--- config.mk ---
export PLATFORM = sky130hd
export DESIGN_NAME = pds_select
export DESIGN_NICKNAME = d
export VERILOG_FILES = /design/src/rtl/pds_pkg.sv /design/src/rtl/pds_select.sv
export SDC_FILE = /design/constraint.sdc
export NUM_CORES = 1
export LEC_CHECK = 0
export ABC_AREA = 1
export BUFFER_PORTS_ARGS = -buffer_cell sky130_fd_sc_hd__buf_2
export CAP_MARGIN = 20
export CORE_AREA = 2 2 113 115
export DETAILED_ROUTE_END_ITERATION = 10
export DIE_AREA = 0 0 115 117
export GPL_TIMING_DRIVEN = 0
export PLACE_DENSITY_LB_ADDON = 0.05
export SLEW_MARGIN = 20
export SYNTH_ARGS = -nofsm -noshare
export SYNTH_HDL_FRONTEND = slang
export SYNTH_SLANG_ARGS = --single-unit
--- constraint.sdc ---
create_clock -name vclk -period 3.3
set_clock_uncertainty 0.2 [all_clocks]
set_input_delay 0 -clock vclk [all_inputs]
set_output_delay 0 -clock vclk [all_outputs]
set_load 0.02 [all_outputs]
--- src/rtl/pds_pkg.sv ---
// Shared constants, codes and types of the process dispatch scheduler.
package pds_pkg;

   localparam int MaxProcs = 32;
   localparam int SlotW    = $clog2(MaxProcs);
   localparam int CountW   = $clog2(MaxProcs + 1);
   localparam int TimeW    = 32;
   localparam int PendW    = 6;
   localparam int SliceW   = 16;
   localparam int PolW     = 2;
   localparam int StatW    = 2;

   localparam logic [CountW-1:0] MaxCount = CountW'(MaxProcs);

   localparam logic [PolW-1:0] PolFcfs = 2'd0;
   localparam logic [PolW-1:0] PolSrt  = 2'd1;
   localparam logic [PolW-1:0] PolRr   = 2'd2;

   localparam logic [StatW-1:0] StatAdded      = 2'd0;
   localparam logic [StatW-1:0] StatDispatched = 2'd1;
   localparam logic [StatW-1:0] StatNothing    = 2'd2;
   localparam logic [StatW-1:0] StatFull       = 2'd3;

   localparam logic CmdAdd      = 1'b0;
   localparam logic CmdDispatch = 1'b1;

   localparam logic RegPolicy = 1'b0;
   localparam logic RegSlice  = 1'b1;

   localparam logic [PolW-1:0]   PolicyReset = PolFcfs;
   localparam logic [SliceW-1:0] SliceReset  = 16'd10;

   typedef struct packed {
      logic [TimeW-1:0] arrival;
      logic [TimeW-1:0] id;
      logic [TimeW-1:0] remaining;
      logic [TimeW-1:0] stamp;
   } entry_type;

   typedef struct packed {
      logic [PolW-1:0]  pol;
      logic             found;
      logic [TimeW-1:0] now;
   } sel_ctl_type;

   typedef struct packed {
      logic [StatW-1:0] status;
      logic [TimeW-1:0] chosen_id;
      logic [TimeW-1:0] start_time;
      logic [TimeW-1:0] remaining_before;
      logic [TimeW-1:0] run_length;
      logic             finished;
      logic [TimeW-1:0] end_time;
      logic [PendW-1:0] still_pending;
   } result_type;

   typedef enum logic [2:0] {
      StIdle,
      StScan,
      StPrep,
      StCommit,
      StCount,
      StEmit
   } state_type;

endpackage

--- src/rtl/pds_select.sv ---
// Shared compare unit: judges one table entry against the best so far.
module pds_select import pds_pkg::*; (
   input  sel_ctl_type ctl,
   input  entry_type   cand,
   input  entry_type   best,
   output logic        take,
   output logic        pend
);

   logic live;
   logic arrived;
   logic order_first;
   logic cand_fresh;
   logic best_fresh;

   always_comb begin
      live        = cand.remaining != '0;
      arrived     = cand.arrival <= ctl.now;
      order_first = (cand.arrival < best.arrival) ||
                    ((cand.arrival == best.arrival) && (cand.id < best.id));
      cand_fresh  = cand.stamp == cand.arrival;
      best_fresh  = best.stamp == best.arrival;
      pend        = live && arrived;
      case (ctl.pol)
         PolSrt: begin
            take = live && arrived &&
                   (!ctl.found || (cand.remaining < best.remaining) ||
                    ((cand.remaining == best.remaining) && order_first));
         end
         PolRr: begin
            take = live &&
                   (!ctl.found || (cand.stamp < best.stamp) ||
                    ((cand.stamp == best.stamp) &&
                     ((cand_fresh && !best_fresh) ||
                      ((cand_fresh == best_fresh) && order_first))));
         end
         default: begin
            take = live && (!ctl.found || order_first);
         end
      endcase
   end

endmodule

==> out/qor.yml <==
power_uw: 771
pwr-share-comb: 1.000
synth_area_leaders: "ha_1 39%, inv_1 14%, nand2_1 12%, a21oi_1 8.5%, xnor2_1 5.0%"
row_count: 41
drtIter0Drc: 203
pwr-share-seq: 0
synth_area_um2: 5080
drt-total-wl_mm: 15.9
setup_viol: 0
p_per_area_nw_per_um2: 114
syn_inst: 811
fin_hold_ws_ps: 266
track_usage: 0.227
fin_tns_setup_ps: 0
nNetsFinal: 1557
hold_viol_final: 0
synth.largest_area_cell: "ha_1"
via_per_inst: 4.73
yosysWarnings: 0
dp_slack_ps: 1200
fmax_mhz: 475
regArea_um2: 0
grt_overflow: 0
p_leak_nw: 4.29
grt_pass1_vias: 5640
critical_path_peak_fanout: 3
grt_max_degree: 5
syn_area_per_cell_um2: 6.27
post-cts-setup-buffers: 0
cp.arrival_ps: 1910
cp.required_ps: 3100
die_w_um: 115
final.min_clock_period_ps: 2110
ios: 293
switching_share: 0.530
core-area_um2: 12300
hp-class: "input pin to output port"
firstDrtPassIters: 4
startpoint_type: "input pin"
drc_errors: 0
hp-start: "ctl[33]"
power_switching_uw: 409
vias: 5944
drtAntennaViolNets: 0
clkPwrFrac: 0
start_util: 0.413
top_layer: "met4"
hold_end: "take"
wl_met1_mm: 6.57
place.gp.congestion: 0.845
met3_length_mm: 1.02
holdBufCountCts: 0
fin_ws_ps: 1190
layout_common_cells: "293 x buf_2, 194 x inv_1, 168 x nand2_1"
dieArea_um2: 13500
end_kind: "output port"
syn_to_final_growth_pct: 32.7
die-height_um: 117
n_sequential_cell: 0
wl_met2_mm: 8.20
vdd_drop_max_mv: 0.0470
clock_buffers: 0
fin_area_um2: 6740
seq_area_frac_synth: 0
rsz0062_at_grt: "false"
wl_per_cell_um: 12.7
place_area_um2: 6740
hpwl_mm: 15.3
crit_type: "input pin to output port"
p_int_uw: 362
cap_violations: 0
io_buffer_count: 293
grt_antenna_before_repair: 3
final_common_cell: "buf_2"
finalCritPeriodShare: 0.639
ctsResizeCount: 0
hold_path_depth: 6
outcome: "completed"
maxSlewViolCount: 0
synth_top_area_frac: 0.394
grt_first_pass_wirelength_mm: 24.7
drive_gt1_frac: 0.285
slew_headroom: 0.692
tightestPinTransition_ps: 457
synth_nets: 1262
synth.distinct_cells: 33
power groups by stage:
stage                clock (mW)  combinational [mW]  sequential (mW)
floorplan                     0               0.440                0
global placement              0               0.768                0
detailed placement            0               0.775                0
CTS                           0               0.780                0
global route        0.000000122               0.901                0
finish              0.000000122               0.771                0
cells in the mapped netlist:
cell and count:
a21o_1 1, a21oi_1 86, and3b_1 1, ha_1 160, inv_1 194, inv_2 4
nand2_1 168, nand2_2 2, nand3_1 12, nand3_2 1, nand3b_1 1, nand4_1 21
nand4_2 1, nor2_1 39, nor2_2 5, nor2_4 1, nor3_1 4, nor3b_1 2
nor4_1 16, nor4_2 1, nor4_4 1, o2111ai_1 6, o211ai_1 3, o21a_1 8
o21ai_0 16, o21ai_1 8, o21ai_2 1, o221ai_1 1, or2_0 1, or2_1 1
or2_2 5, xnor2_1 29, xor2_1 11
stage by stage:
step            util  instances
3_5_place_dp   0.547       1254
5_1_grt        0.548       1257
2_1_floorplan      -        811
6_report       0.548       1257
3_3_place_gp   0.547       1254
4_1_cts        0.547       1254
cell type report:
class,instances,area [um2]
fillers,1370,5570
well taps,150,188
inverters,198,743
repair buffers,293,1470
diodes,3,7.51
multi-input cells,613,4340
worst max-delay path by stage:
| stage | end | depth (start not counted) | start |
|---|---|---|---|
| after floorplan | take | 11 | cand[13] |
| after global placement | take | 13 | cand[9] |
| after detailed placement | take | 15 | cand[107] |
| after CTS | take | 15 | cand[107] |
| after global routing | take | 13 | best[8] |
| final | take | 14 | cand[97] |
cells by family (layout without fill, tap and decap cells):
| group | Yosys count | in the layout | share of synthesized area |
|---|---|---|---|
| XOR/XNOR | 40 | 40 | 0.0689 |
| AND/OR/NAND/NOR | 283 | 283 | 0.251 |
| other | 0 | 3 | 0 |
| adder cells (fa/ha/maj) | 160 | 160 | 0.394 |
| AO/OA/AOI/OAI | 130 | 130 | 0.140 |
| buffers and inverters | 198 | 491 | 0.146 |
critical path: stages:
cell and delay (ps):
buf_2 130, xnor2_1 140, nand3_1 130, nor4_1 370, nand2_1 80, nor4_1 210
ha_1 280, nand3_1 130, nand2_1 60, nand2_1 60, nand2_1 50, nand2_1 50
nand2_1 40, buf_2 160
per-layer routing:
| metal | vias to the layer above | GRT usage |
|---|---|---|
| li1 | 3245 | - |
| met1 | 2513 | 0.255 |
| met5 | - | 0 |
| met4 | 0 | 0.0241 |
| met2 | 178 | 0.468 |
| met3 | 8 | 0.0278 |
Power figures use the tool's default switching activity.
