### src/rtl/pds_pkg.sv
// Shared constants, codes and types of the process dispatch scheduler.
package pds_pkg;

   localparam int MaxProcs = 32;
   localparam int SlotW    = $clog2(MaxProcs);
   localparam int CountW   = $clog2(MaxProcs + 1);
   localparam int TimeW    = 32;
   localparam int PendW    = 6;
   localparam int SliceW   = 16;
   localparam int PolW     = 2;
   localparam int StatW    = 2;

   localparam logic [CountW-1:0] MaxCount = CountW'(MaxProcs);

   localparam logic [PolW-1:0] PolFcfs = 2'd0;
   localparam logic [PolW-1:0] PolSrt  = 2'd1;
   localparam logic [PolW-1:0] PolRr   = 2'd2;

   localparam logic [StatW-1:0] StatAdded      = 2'd0;
   localparam logic [StatW-1:0] StatDispatched = 2'd1;
   localparam logic [StatW-1:0] StatNothing    = 2'd2;
   localparam logic [StatW-1:0] StatFull       = 2'd3;

   localparam logic CmdAdd      = 1'b0;
   localparam logic CmdDispatch = 1'b1;

   localparam logic RegPolicy = 1'b0;
   localparam logic RegSlice  = 1'b1;

   localparam logic [PolW-1:0]   PolicyReset = PolFcfs;
   localparam logic [SliceW-1:0] SliceReset  = 16'd10;

   typedef struct packed {
      logic [TimeW-1:0] arrival;
      logic [TimeW-1:0] id;
      logic [TimeW-1:0] remaining;
      logic [TimeW-1:0] stamp;
   } entry_type;

   typedef struct packed {
      logic [PolW-1:0]  pol;
      logic             found;
      logic [TimeW-1:0] now;
   } sel_ctl_type;

   typedef struct packed {
      logic [StatW-1:0] status;
      logic [TimeW-1:0] chosen_id;
      logic [TimeW-1:0] start_time;
      logic [TimeW-1:0] remaining_before;
      logic [TimeW-1:0] run_length;
      logic             finished;
      logic [TimeW-1:0] end_time;
      logic [PendW-1:0] still_pending;
   } result_type;

   typedef enum logic [2:0] {
      StIdle,
      StScan,
      StPrep,
      StCommit,
      StCount,
      StEmit
   } state_type;

endpackage

### src/rtl/pds_table.sv
// Process table memory: one write port, one registered read port.
module pds_table import pds_pkg::*; (
   input  logic             clock,
   input  logic             wr_en,
   input  logic [SlotW-1:0] wr_addr,
   input  entry_type        wr_data,
   input  logic [SlotW-1:0] rd_addr,
   output entry_type        rd_data
);

   entry_type mem [MaxProcs];
   entry_type rd_data_ff;

   always_ff @(posedge clock) begin
      if (wr_en) begin
         mem[wr_addr] <= wr_data;
      end
      rd_data_ff <= mem[rd_addr];
   end

   assign rd_data = rd_data_ff;

endmodule

### config.mk
export PLATFORM = sky130hd
export DESIGN_NAME = pds_table
export DESIGN_NICKNAME = d
export VERILOG_FILES = /design/src/rtl/pds_pkg.sv /design/src/rtl/pds_table.sv
export SDC_FILE = /design/constraint.sdc
export NUM_CORES = 2
export LEC_CHECK = 0
export BUFFER_PORTS_ARGS = -buffer_cell sky130_fd_sc_hd__buf_2
export CAP_MARGIN = 20
export CORE_MARGIN = 4
export CORE_UTILIZATION = 45
export CTS_CLUSTER_DIAMETER = 120
export DETAILED_ROUTE_END_ITERATION = 8
export PLACE_DENSITY = 0.63
export SLEW_MARGIN = 10
export SYNTH_ARGS = -nofsm -noshare
export SYNTH_HDL_FRONTEND = slang
export SYNTH_SLANG_ARGS = --single-unit
### constraint.sdc
create_clock -name clock -period 6.4 [get_ports clock]
set_input_delay 0 -clock clock [delete_from_list [all_inputs] [get_ports clock]]
set_output_delay 0 -clock clock [all_outputs]
set_load 0.005 [all_outputs]
==> run summary <==
final WL: 391900 µm
first-pass GRT wire length: 553900 µm
Die Height: 595.3 µm
IO buf count: 267
Starting DRT DRC Count: 9008
Max Fclk: 315.8 MHz
Initial Util: 45.22%
register bit total from synthesis: 4224
H-tree depth: 5
area used by multi-input combinational logic: 0.02804 mm²
Bufs on Longest Clock Path: 4
GPL Wtd Cong: 0.7308
Post-DP Area: 0.1624 mm²
Fin. Hold Viols: 0
Residual DRC: 0
DR vias: 73490
Num CTS Buffers: 406
Setup WS post-layout: 3.233 ns
leakage: 54.91 nW
Final ANT Viol Nets: 0
status: finished, final reports clean
Slew @ Worst Pin: 1.176 ns
clk root buf: clkbuf_16
I/O pins: 268
peak supply drop: 303.3 µV
post-layout util: 51.47%
number of distinct library cells after synthesis: 28
dpl cells: 11060
final worst-path cycle share: 49.48%
die area: 0.3544 mm²
Slew Viols, Final: 0
Non-Filler Instances: 11960
Die X: 595.3 µm
largest net degree at the start of global routing: 135
layout cells sized above 1: 26.85%
RSZ-0062 raised after global routing: false
synthesized netlist cell count: 6440
Seq/Total Area, Yosys: 80.88%
Worst Skew: 0.04229 ns
Critical Path Sink Type: flop
worst min path class: in -> reg
Critical Path AT: 3.66 ns
post-DP HPWL: 183300 µm
Post-layout nets: 7190
final instance area: 0.1767 mm²
Post-Syn Area: 0.1552 mm²
FF+latch area: 0.1256 mm²
drt first pass iters: 7
Worst-Skew Late Latency: 0.90 ns
CTS tree: done
grt ovf: 0
Core Box Area: 0.3433 mm²
vias in the first global route: 73990
drt via density: 6.145
final setup fails: 0
CTS sink cnt: 4224
FP Rows: 215
Critical Path Fanout Max: 41
fin crit period: 3.167 ns
initial antenna violation count: 52
Ys Warns: 0
CP Class: in -> reg
PwrDens: 320.3 mW/mm²
clock slew at reported path FFs: 0.06 ns
Fill cells: 26510
Avg Cell Area, Syn: 24.11 µm²
critical path startpoint category: input port
Routed WL per cell: 32.76 µm
max-cap violations: 0
pre-CTS setup slack: 2.858 ns
WP data required: 6.89 ns
cts repair resizes: 0
Layout area overhead: 13.81%
syn nets: 6580
Slew headroom: 21.62%
gr usage total: 21.80%
[worst max-delay path: stages]
cell           delay (ns)
dlygate4sd3_1        0.57
buf_2                0.19
or3b_2               0.46
dlygate4sd3_1        0.72
nor2_4               0.77
buf_4                0.88
[cells by family (layout without fill, tap and decap cells)]
| family | after synthesis | count (layout) | synth area share, % |
|---|---|---|---|
| AO/OA/AOI/OAI | 546 | 546 | 2.283 |
| buffers and inverters | 352 | 1298 | 1.256 |
| flip-flops | 4224 | 4224 | 80.88 |
| other | 0 | 17 | 0 |
| AND/OR/NAND/NOR | 226 | 226 | 0.8318 |
| multiplexers | 1092 | 1092 | 14.75 |
[cell usage after synthesis]
master,instances,share of area [%]
nand2b_1,1,0.0040
or3b_2,4,0.023
and2_1,1,0.0040
buf_4,67,0.32
mux2i_1,136,0.88
nor2b_1,3,0.012
nor4_1,111,0.45
clkbuf_4,9,0.044
buf_2,94,0.30
nand4_1,17,0.069
buf_6,30,0.22
nand3_1,37,0.12
and3b_1,1,0.0056
dfxtp_1,128,1.7
edfxtp_1,4096,79
nor2_2,1,0.0040
nand3b_1,6,0.029
and3_1,1,0.0040
a22oi_1,102,0.49
nor3b_1,1,0.0048
buf_1,44,0.11
mux4_2,956,14
nand2_1,4,0.0097
or3_1,2,0.0081
clkbuf_1,108,0.26
or2_1,1,0.0040
nor2_1,35,0.085
o22ai_1,444,1.8
[flip-flops by register name, summed over array words and instances (netlist names)]
register  count
mem        4096
rd_data     128
[final timing paths]
path / cells after the start / end / startpoint / slack, ns
worst max register to register: 5 / rd_data[91] / mem[6][91] / 4.06
worst min register to register: 3 / rd_data[27] / mem[31][27] / 0.70
worst min-delay path: 4 / rd_data[50] / rd_addr[0] / 0.09
worst max-delay path: 6 / mem[17][33] / wr_addr[4] / 3.23
[layout by cell type (no fill, tap or decap), drive strengths merged]
master,count
a22oi,102
and2,1
and3,1
and3b,1
buf,411
bufinv,24
clkbuf,574
clkinv,128
clkinvlp,2
dfxtp,128
diode,17
dlygate4sd3,143
edfxtp,4096
inv,16
mux2i,136
mux4,956
nand2,4
nand2b,1
nand3,37
nand3b,6
nand4,17
nor2,36
nor2b,3
nor3b,1
nor4,111
o22ai,444
or2,1
or3,2
or3b,4
[per-layer routing]
layer,track usage (%),vias to the layer above,wire length [µm]
met2,34.91,3469,190400
met1,30.91,40020,156200
met3,3.943,682,33070
li1,-,29310,-
met4,6.511,16,12120
met5,0,-,93
[per-stage QoR]
stage / total power [mW] / TNS (ns) / hold WS, ns
after global routing: 58.38 / 0 / 0.1009
final: 56.58 / 0 / 0.08958
after CTS: 57.05 / 0 / 0.05971
after global placement: 33.89 / 0 / 0.3832
after floorplan: 32.82 / -247.55 / 0.09887
after detailed placement: 33.95 / 0 / 0.3832
[power breakdown]
| part | total, mW | switching (mW) | internal [mW] | leakage, nW |
|---|---|---|---|---|
| logic | 2.44 | 1.47 | 0.971 | 10.6 |
| clock network | 23.2 | 9.91 | 13.3 | 6.30 |
| registers | 31.0 | 0.216 | 30.8 | 38.0 |
[repair_timing]
action                                 4_1_cts  5_1_grt
setup buffers                                0        0
setup endpoints to repair                    0        0
hold buffers                               143        0
endpoints found under the hold margin     4203        0
[area by class of cell]
class	instances	share of cell area (%)
flip-flops and latches	4224	71.07
repair buffers	554	2.561
clock inverters	170	0.8519
multi-input cells	1864	15.87
diodes	17	0.02408
well taps	4557	3.227
clock buffers	574	6.395
No activity file was read; power rests on OpenSTA's default activity.
